[src/hw/rtl/lmb_pkg.sv]
`timescale 1ns / 1ps
// ----------------------------------------------------------------------------
// lmb_pkg
// Types, register indexes and reset values for the level meter ballistics.
// ----------------------------------------------------------------------------
package lmb_pkg;

    localparam int unsigned LevelW = 16;
    localparam int unsigned CoefW  = 16;
    localparam int unsigned HoldW  = 8;
    localparam int unsigned StepW  = 12;
    localparam int unsigned IdxW   = 3;

    typedef enum logic [IdxW-1:0] {
        CFG_FLOOR_LEVEL   = 3'd0,
        CFG_INPUT_COEF    = 3'd1,
        CFG_REDUCT_COEF   = 3'd2,
        CFG_HOLD_TICKS    = 3'd3,
        CFG_DECAY_STEP    = 3'd4
    } t_cfg_idx;

    typedef struct packed {
        logic signed [LevelW-1:0] floor_level;
        logic        [CoefW-1:0]  input_coef;
        logic        [CoefW-1:0]  reduct_coef;
        logic        [HoldW-1:0]  hold_ticks;
        logic        [StepW-1:0]  decay_step;
    } t_cfg;

    typedef struct packed {
        logic signed [LevelW-1:0] reduction_level;
        logic signed [LevelW-1:0] input_level;
    } t_in_beat;

    typedef struct packed {
        logic        [HoldW-1:0]  hold_left;
        logic signed [LevelW-1:0] shown_reduction;
        logic signed [LevelW-1:0] peak_level;
        logic signed [LevelW-1:0] shown_input;
    } t_out_beat;

    localparam logic signed [LevelW-1:0] FloorReset      = -16'sd15360;
    localparam logic        [CoefW-1:0]  InputCoefReset  = 16'd9830;
    localparam logic        [CoefW-1:0]  ReductCoefReset = 16'd11796;
    localparam logic        [HoldW-1:0]  HoldReset       = 8'd18;
    localparam logic        [StepW-1:0]  StepReset       = 12'd384;

    // Release step: shown + floor((level - shown) * coef / 2^16).
    function automatic logic signed [LevelW-1:0] release_step(
        input logic signed [LevelW-1:0] shown,
        input logic signed [LevelW-1:0] level,
        input logic        [CoefW-1:0]  coef
    );
        logic signed [LevelW:0]          diff;
        logic signed [LevelW+CoefW+1:0]  prod;
        logic signed [LevelW+1:0]        sum;
        diff = $signed({level[LevelW-1], level}) - $signed({shown[LevelW-1], shown});
        prod = diff * $signed({1'b0, coef});
        sum  = $signed({{2{shown[LevelW-1]}}, shown})
             + $signed(prod[LevelW+CoefW+1:CoefW]);
        return sum[LevelW-1:0];
    endfunction

endpackage

[src/hw/rtl/level_meter_ballistics.sv]
`timescale 1ns / 1ps
// ----------------------------------------------------------------------------
// level_meter_ballistics
// Peak-hold level meter ballistics for an input level and a gain reduction.
// ----------------------------------------------------------------------------
// One input beat is one meter tick: input level and gain reduction in Q8.8 dB.
// Each tick yields one output beat with the smoothed input, the held peak,
// the smoothed gain reduction and the ticks left in the peak hold.
// The input beat lands in an input register; the update is combinational
// logic from that register and the meter state into the output register,
// so one tick is taken every cycle while the receiver does not stall. The
// release multiplies set the length of that path.
// When the receiver stalls, the output beat holds, the input register keeps
// the next tick, and the input side stalls only once both are full.
// The configuration channel is always ready and should be written only while
// no tick is in flight; unknown indexes are ignored.
// Reset restores all configuration registers to their default values, sets
// both level displays and the peak to -60 dB (gain reduction to 0 dB) and
// empties the data path.
// ----------------------------------------------------------------------------
module level_meter_ballistics (
    input  logic        i_clk,
    input  logic        i_rst_n,
    input  logic        i_cfg_valid,
    output logic        o_cfg_ready,
    input  logic [2:0]  i_cfg_index,
    input  logic [15:0] i_cfg_data,
    input  logic        s_axis_tvalid,
    output logic        s_axis_tready,
    // [15:0] input_level, [31:16] reduction_level
    input  logic [31:0] s_axis_tdata,
    output logic        m_axis_tvalid,
    input  logic        m_axis_tready,
    // [15:0] shown_input, [31:16] peak_level, [47:32] shown_reduction,
    // [55:48] hold_left
    output logic [55:0] m_axis_tdata
);

    lmb_pkg::t_cfg      r_cfg;
    lmb_pkg::t_in_beat  r_in;
    logic               r_in_vld;
    lmb_pkg::t_out_beat r_out;
    logic               r_out_vld;

    logic signed [15:0] r_shown_in;
    logic signed [15:0] r_peak;
    logic        [7:0]  r_hold;
    logic signed [15:0] r_shown_red;

    logic signed [15:0] n_shown_in;
    logic signed [15:0] n_peak;
    logic        [7:0]  n_hold;
    logic signed [15:0] n_shown_red;
    logic signed [17:0] w_fallen;
    logic               w_load;
    logic               w_take;

    assign o_cfg_ready   = 1'b1;
    assign w_load        = r_in_vld && (!r_out_vld || m_axis_tready);
    assign s_axis_tready = !r_in_vld || w_load;
    assign w_take        = s_axis_tvalid && s_axis_tready;
    assign m_axis_tvalid = r_out_vld;
    assign m_axis_tdata  = r_out;

    always_ff @(posedge i_clk) begin
        if (!i_rst_n) begin
            r_cfg.floor_level <= lmb_pkg::FloorReset;
            r_cfg.input_coef  <= lmb_pkg::InputCoefReset;
            r_cfg.reduct_coef <= lmb_pkg::ReductCoefReset;
            r_cfg.hold_ticks  <= lmb_pkg::HoldReset;
            r_cfg.decay_step  <= lmb_pkg::StepReset;
        end else if (i_cfg_valid) begin
            case (lmb_pkg::t_cfg_idx'(i_cfg_index))
                lmb_pkg::CFG_FLOOR_LEVEL: r_cfg.floor_level <= i_cfg_data;
                lmb_pkg::CFG_INPUT_COEF:  r_cfg.input_coef  <= i_cfg_data;
                lmb_pkg::CFG_REDUCT_COEF: r_cfg.reduct_coef <= i_cfg_data;
                lmb_pkg::CFG_HOLD_TICKS:  r_cfg.hold_ticks  <= i_cfg_data[7:0];
                lmb_pkg::CFG_DECAY_STEP:  r_cfg.decay_step  <= i_cfg_data[11:0];
                default: begin
                end
            endcase
        end
    end

    always_comb begin
        if (r_in.input_level > r_shown_in) begin
            n_shown_in = r_in.input_level;
        end else begin
            n_shown_in = lmb_pkg::release_step(r_shown_in, r_in.input_level,
                                               r_cfg.input_coef);
        end

        w_fallen = $signed({{2{r_peak[15]}}, r_peak})
                 - $signed({6'd0, r_cfg.decay_step});
        if (r_in.input_level >= r_peak) begin
            n_peak = r_in.input_level;
            n_hold = r_cfg.hold_ticks;
        end else if (r_hold != 8'd0) begin
            n_peak = r_peak;
            n_hold = r_hold - 8'd1;
        end else begin
            n_hold = r_hold;
            if (w_fallen > $signed({{2{r_cfg.floor_level[15]}}, r_cfg.floor_level})) begin
                n_peak = w_fallen[15:0];
            end else begin
                n_peak = r_cfg.floor_level;
            end
        end

        if (r_in.reduction_level < r_shown_red) begin
            n_shown_red = r_in.reduction_level;
        end else begin
            n_shown_red = lmb_pkg::release_step(r_shown_red, r_in.reduction_level,
                                                r_cfg.reduct_coef);
        end
    end

    always_ff @(posedge i_clk) begin
        if (!i_rst_n) begin
            r_in_vld    <= 1'b0;
            r_out_vld   <= 1'b0;
            r_shown_in  <= lmb_pkg::FloorReset;
            r_peak      <= lmb_pkg::FloorReset;
            r_hold      <= 8'd0;
            r_shown_red <= 16'sd0;
        end else begin
            if (w_take) begin
                r_in_vld <= 1'b1;
            end else if (w_load) begin
                r_in_vld <= 1'b0;
            end
            if (w_load) begin
                r_out_vld   <= 1'b1;
                r_shown_in  <= n_shown_in;
                r_peak      <= n_peak;
                r_hold      <= n_hold;
                r_shown_red <= n_shown_red;
            end else if (m_axis_tready) begin
                r_out_vld <= 1'b0;
            end
        end
    end

    always_ff @(posedge i_clk) begin
        if (w_take) begin
            r_in <= s_axis_tdata;
        end
        if (w_load) begin
            r_out.shown_input     <= n_shown_in;
            r_out.peak_level      <= n_peak;
            r_out.shown_reduction <= n_shown_red;
            r_out.hold_left       <= n_hold;
        end
    end

    a_reset_empty: assert property (@(posedge i_clk)
        !i_rst_n |=> !m_axis_tvalid && s_axis_tready)
        else $error("data path not empty after reset");

    a_ready_when_empty: assert property (@(posedge i_clk) disable iff (!i_rst_n)
        !r_in_vld |-> s_axis_tready)
        else $error("input stalled with an empty input register");

    a_input_not_below: assert property (@(posedge i_clk) disable iff (!i_rst_n)
        w_load |-> n_shown_in >= r_in.input_level)
        else $error("input display fell below its level");

    a_reduct_not_above: assert property (@(posedge i_clk) disable iff (!i_rst_n)
        w_load |-> n_shown_red <= r_in.reduction_level)
        else $error("reduction display rose above its level");

    a_peak_restarts_hold: assert property (@(posedge i_clk) disable iff (!i_rst_n)
        (w_load && r_in.input_level >= r_peak) |=>
            r_hold == $past(r_cfg.hold_ticks) && r_peak == $past(r_in.input_level))
        else $error("new peak did not restart the hold");

endmodule
[config.mk]
export PLATFORM = sky130hd
export DESIGN_NAME = level_meter_ballistics
export DESIGN_NICKNAME = d
export VERILOG_FILES = /design/src/hw/rtl/lmb_pkg.sv /design/src/hw/rtl/level_meter_ballistics.sv
export SDC_FILE = /design/constraint.sdc
export NUM_CORES = 2
export LEC_CHECK = 0
export ABC_CLOCK_PERIOD_IN_PS = 14100
export BUFFER_PORTS_ARGS = -buffer_cell sky130_fd_sc_hd__buf_2
export CAP_MARGIN = 20
export CORE_MARGIN = 8
export CORE_UTILIZATION = 54
export CTS_CLUSTER_DIAMETER = 200
export DETAILED_ROUTE_END_ITERATION = 12
export PLACE_DENSITY = 0.71
export SLEW_MARGIN = 20
export SYNTH_ARGS = -nofsm -noshare
export SYNTH_HDL_FRONTEND = slang
export SYNTH_SLANG_ARGS = --single-unit
[constraint.sdc]
create_clock -name i_clk -period 14.1 [get_ports i_clk]
set_clock_uncertainty 0.05 [all_clocks]
set_input_delay 2.82 -clock i_clk [delete_from_list [all_inputs] [get_ports i_clk]]
set_output_delay 2.82 -clock i_clk [all_outputs]
set_load 0.05 [all_outputs]
== Word level (Yosys, flattened, before mapping) ==
Index checks and enable logic that the tools add are counted.
Word-level totals
  word-level logic and storage cells: 59
  memories: 0
  bits in registers: 214
  latch bits: 0
  bits in read-only memories: 0
  RAM bits: 0
  bits of input ports: 56
  output and inout port bits: 59
Operators by class
  $add $sub $neg: 6
  bitwise gates (word level): 0
  magnitude comparators: 4
  reduce and logical (&&, ||, !) cells: 15
  shift-type cells: 0
  equality and inequality tests: 4
  multipliers: 2
  div/mod/pow operators: 0
  mux-type cells: 11
Operators by type and width (number)
  2-to-1 mux 16 bit: 5
  multiplier 17 x 17 -> 32 bit: 2
  subtractor 16 x 16 -> 17 bit: 2
  adder 16 bit: 2
  greater-than comparator 17 x 16 -> 1 bit: 1
  subtractor 16 x 13 -> 17 bit: 1
  >= comparator 16 bit: 1
  greater-than comparator 16 bit: 1
  < comparator 16 bit: 1
  2-to-1 mux 8 bit: 2
  AND reduction 2 bit: 5
  nonzero test 8 bit: 1
  subtractor 8 x 1 -> 8 bit (second input constant): 1
  equality test 3 x 2 -> 1 bit (second input constant): 2
  2-to-1 mux 1 bit: 4
  nonzero test 2 bit: 2
  equality test 3 x 1 -> 1 bit (second input constant): 1
  equality test 3 bit (second input constant): 1
  zero test 3 bit: 1
  logical AND 1 bit: 2
  zero test 1 bit: 2
  logical OR 1 bit: 2

== Depth between registers and ports, before layout ==
  word-level depth: 6
  depth in mapped cells: 45
  gate-level depth less buffers: 45

== Worst setup path before layout ==
Ideal clock, no wire load.
  path type: register -> register
  from: reg r_shown_in[1]
  to: reg r_shown_in[15]
  required time: 13.993 ns
  arrival time: 9.754 ns
  path buffers: 1
  clock period less this slack: 9.861 ns
  slack: 4.239 ns
  cell stages (with the launch flop): 44
  cells stage by stage: dfxtp_1 inv_1 ha_1 nor2b_1 o21ai_0 a21oi_1 o41ai_2 o21ai_1 a21o_1 a21oi_1 xnor2_1 clkbuf_1 and2_1 fa_1 inv_1 fa_1 fa_1 inv_1 [8 not listed] a22oi_1 o31ai_1 and2_1 a21bo_2 and2_1 o21a_1 o21a_1 nor2_1 xnor2_1 ha_1 a32oi_1 o211ai_1 a2111oi_0 nor3_1 or3_1 a21o_1 a31oi_1 a21bo_2
Between the ends
  longest elaborated chain between the ends: 4
  elaborated cells between the ends (all ways): 5
RTL lines
  from (decl): line level_meter_ballistics.sv:45  | logic signed [15:0] r_shown_in;
  from (signal assigned): line level_meter_ballistics.sv:122  | r_shown_in <= lmb_pkg::FloorReset;
  from (signal assigned): line level_meter_ballistics.sv:134  | r_shown_in <= n_shown_in;
  subtractor 16 x 16 -> 17 bit: line lmb_pkg.sv:57  | diff = $signed({level[LevelW-1], level}) - $signed({shown[LevelW-1], shown});
  multiplier 17 x 17 -> 32 bit: line lmb_pkg.sv:58  | prod = diff * $signed({1'b0, coef});
  adder 16 bit: line lmb_pkg.sv:60  | + $signed(prod[LevelW+CoefW+1:CoefW]);
  2-to-1 mux 16 bit *: line level_meter_ballistics.sv:86  | if (r_in.input_level > r_shown_in) begin
  net n_shown_in[15]: line level_meter_ballistics.sv:50  | logic signed [15:0] n_shown_in;
The timed path passes the listed nets; every way through them passes the cells marked *.
A chain may end at the register's enable or synchronous reset.

== Worst setup path after layout ==
  from: reg r_in[1] (netlist bit)
  to: reg r_shown_in[15]
Between the ends
  longest elaborated chain between the ends: 4
  elaborated cells between the ends (all ways): 5
RTL lines
  from (decl): line level_meter_ballistics.sv:40  | lmb_pkg::t_in_beat r_in;
  from (signal assigned): line level_meter_ballistics.sv:146  | r_in <= s_axis_tdata;
  subtractor 16 x 16 -> 17 bit: line lmb_pkg.sv:57
  multiplier 17 x 17 -> 32 bit: line lmb_pkg.sv:58
  adder 16 bit: line lmb_pkg.sv:60
  2-to-1 mux 16 bit *: line level_meter_ballistics.sv:86
  net n_shown_in[15]: line level_meter_ballistics.sv:50
Marked as above.

==> results.md <==
Worst setup path:
- The highest cell delay on the worst timing path is 0.57 ns.
- The critical path startpoint is r_in[1]$_DFFE_PP_.
- The slowest stage of the critical path belongs to the cell a2111oi_0.
- The worst flop-to-flop path startpoint is r_in[1]$_DFFE_PP_.
- STA puts the critical path data required time at 14.53 ns.
- The sort of element at the start of the critical path is a flop.
- The flop-to-flop setup slack is 3.04 ns.
- The logic depth of the worst register-to-register path is 42.
- In this design, the critical path's most frequently occurring cell is fa_1.
- The worst setup path is of the reg2reg kind.
- The kind of end point of the critical path is a flop.
- In this run the worst path has a maximum fanout of 16.
- The end of the worst register-to-register path is r_shown_in[15]$_SDFFE_PN1P_.
- Data arrives at the worst endpoint at 11.49 ns.
- The capturing element of the worst setup path is r_shown_in[15]$_SDFFE_PN1P_.

CTS:
- The number of CTS-inserted buffers is 22.
- Counting every sink on the clock net gives 214.
- Clock-pin slew was measured on the worst setup and hold paths at 0.07 ns.
- The post-cts sizing count is 0.
- The maximum number of buffers from clock root to sink is 3.
- The clock latency on the worst-skew pair is 0.54 ns.
- The cts-stage hold buffer count is 0.
- The number of levels the H-tree was split into is 1.
- The cell at the root of the clock tree is clkbuf_16.
- In this run the post-CTS setup repair buffer count came out at 0.
- The TritonCTS clock tree is done.

Global route:
- The initial antenna violation count is 4.
- The pin count of the biggest net entering global routing is 66.
- The wire length of the first global-routing pass is 132,000 um.
- Global routing used 24.5% of the available tracks across all layers.
- For this run the aggregate overflow at the end of global routing stands at 0.
- The number of global-route vias before repair was 24,575.

Routing:
- In the routed design, unresolved DRC markers number 0.
- After detailed routing, the average wire length per cell comes to 18.6 um.
- The routed design has 81,300 um of wire.
- The vias per cell is 5.38.
- The final route contains 23,603 vias.
- The detailed-routing iteration count for the pre-antenna-repair pass is 7.
- The residual antenna-violating net count after detailed routing is 0.
- The first routing iteration left 1,370 violations.

STA:
- The shortest period the worst path allows is 11.06 ns.
- The total count of max-transition violations in the final report came to 0.
- The worst pin sits at a relative slew slack of 26.8%.
- Setup repair after global routing left no endpoint under its margin.
- The post-route fraction of the period consumed by the critical path is 78.5%.
- After routing, the total negative slack on setup checks comes to 0 ns.
- The count of endpoints failing hold in the final timing report was 0.
- At the pin with the least slew margin, the transition time is 1.09 ns.
- For this run, the top clock speed supported by timing is 90.4 MHz.
- Setup violations remaining at the end of the flow were counted as 0.

Layout:
- The post-route netlist has 7.87% of its cells at a drive strength greater than 1.
- The finished cells cover 34,200 um2.
- The area growth from synthesis to layout is 6.90%.
- The area of the multi-input gates is 23,500 um2.
- In the final design database the tool counted 4,462 nets.
- The area used by sequential logic in the layout is 5160 um2.
- The filler cell count is 5,168.

Place:
- Detailed placement ended at an HPWL of 63,800 um.
- At the end of routability-driven placement, the weighted congestion stood at 0.899.
- The number of I/O port buffers is 113.
- Summing all placed instances gives a cell area of 33,500 um2.

Logic synthesis:
- Of all flip-flops after synthesis, the portion carrying an async set or reset was 0%.
- The area of the mapped netlist is 32,000 um2.
- The share of the synthesized area in the top cell type is 33.5%.
- The Yosys step of the flow raised 0 warnings.
- The dominant register cell in the synthesized netlist is dfxtp_1.
- The cell count after synthesis came out at 3,541.
- The number of unique standard cell types used by synthesis is 88.
- Of the synthesized area, sequential elements account for 16.1%.
- The count of state elements after synthesis is 214.
- Ranked by total cell area, the synthesized netlist is headed by fa_1, ha_1, inv_1.
- The number of nets in the synthesized netlist is 4,410.
- Each instance of the synthesized netlist takes up on average 9.03 um2.
- The library cell with the largest summed area after synthesis is fa_1.
- The number of synthesized flops with an enable pin is 88.

Floorplanning:
- The floorplan has 89 rows.
- The core area is 58,800 um2.
- For this design the top-level I/O count stands at 115.
- The die height is 259 um.
- The horizontal die dimension is 259 um.
- The die covers 67,300 um2.
- The initial utilization of the core area, before any placement, comes to 54.4%.

Status:
- The flow ran to the end, and the final reports show no timing, DRC or antenna violations.

Min path:
- The type of the tightest min-delay check is reg2reg.
- The startpoint identified for the worst hold timing path is r_cfg[6]$_SDFFE_PN0P_.

Run:
- The number of maximum-capacitance constraint violations is 0.
## worst min-delay path by stage
stage / endpoint / slack, ns / depth (start not counted)
2_1_floorplan: r_cfg[10]$_SDFFE_PN0P_ / 0.39 / 2
3_3_place_gp: r_cfg[5]$_SDFFE_PN0P_ / 0.39 / 2
3_5_place_dp: r_cfg[6]$_SDFFE_PN0P_ / 0.40 / 2
4_1_cts: r_cfg[5]$_SDFFE_PN0P_ / 0.41 / 2
5_1_grt: r_cfg[5]$_SDFFE_PN0P_ / 0.42 / 2
6_report: r_cfg[6]$_SDFFE_PN0P_ / 0.41 / 2
## metal layers
layer  track usage [%]  wire, um  vias up
met1              33.2     35100    11742
met5                 0        25        -
met3              3.68      5440      112
li1                  -         -    11027
met2              41.4     39000      718
met4              5.38      1710        4
## worst max-delay path, delay by kind of cell (launching register included)
kind	cells	cell delay [ns]
adders and majority gates	9	3.87
xor gates and xnor gates	2	0.28
DFF	1	0.48
AOI/OAI and AO/OA	19	4.56
and+or+nand+nor	7	1.34
buffers and inverters	5	0.42
## cells in the mapped netlist (3+ instances only)
cell type,instances
a21boi_0,4
o21a_1,16
o211ai_1,15
ha_1,278
nor2b_1,55
o21bai_1,12
a221o_1,7
mux2_2,29
buf_2,3
a2111oi_0,4
mux2i_1,9
a21oi_2,3
and2_1,221
buf_1,10
nor2_1,129
and3b_1,3
o221a_2,3
xor2_1,27
edfxtp_1,88
fa_1,535
or3_1,3
nand2b_1,34
a31o_2,5
inv_1,769
o221ai_1,7
nand4_1,12
nand2_1,472
a31oi_1,17
xnor2_1,102
nor3_1,18
a211oi_1,37
o21ai_0,48
dfxtp_1,126
nand3_1,38
a41o_1,3
clkbuf_1,122
and3_1,11
or2_2,6
a21o_1,43
o31ai_1,15
a21oi_1,144
## metrics by stage
stage          hold WS, ns  utilization (%)  worst slack, ns  std cells
2_1_floorplan        0.386                -             4.24       3541
3_3_place_gp         0.392             56.9             3.39       4342
3_5_place_dp         0.396             56.9             3.20       4342
4_1_cts              0.405             58.1             3.14       4381
5_1_grt              0.422             58.2             2.22       4382
6_report             0.406             58.2             3.04       4384
## layout make-up
type	count	area share [%]
diodes	3	0.0220
clock buffers	26	1.71
clock inverters	13	0.351
inverters	771	8.47
multi-input cells	2418	68.7
flip-flops and latches	214	15.1
well taps	773	2.83
repair buffers	166	2.82
## sequential cells by signal (all words and copies together) (netlist names)
| register | cells |
|---|---|
| r_cfg | 68 |
| r_shown_in | 16 |
| m_axis_tdata | 56 |
| r_hold | 8 |
| r_peak | 16 |
| r_in | 32 |
| r_in_vld | 1 |
| r_shown_red | 16 |
| m_axis_tvalid | 1 |
## cells by family (layout without fill, tap and decap cells)
group           after synthesis  count (layout)  synth area share [%]
compound gates              417             417                  8.73
xor+xnor                    129             129                  3.53
fa+ha+maj                   813             813                  44.4
buf+inv                     909             976                  10.7
flops                       214             214                  16.1
mux                          39              39                  1.34
other cells                   1               4                0.0117
simple gates               1019            1019                  15.2
## placed cells by master (no fill, tap or decap), drive strengths merged, types with 5 or more instances in the layout
master and n:
o221ai 7, clkinv 11, xnor2 102, mux2 30, a221o 8, edfxtp 88
o21a 16, a21o 44, ha 278, a211oi 37, nor3 18, and3 13
buf 166, and2 222, nand2 472, nor2b 55, a2111oi 6, xor2 27
o31ai 15, nand2b 35, nor2 129, mux2i 9, o21ai 50, o21bai 13
inv 772, clkbuf 26, or2 6, o211ai 15, nand3 38, nand4 12
a31oi 17, dfxtp 126, a21oi 147, fa 535, a31o 5
Power is left out: the tool's default activity adds up to more than one toggle a clock period on the data nets, which glitch-free logic cannot reach.
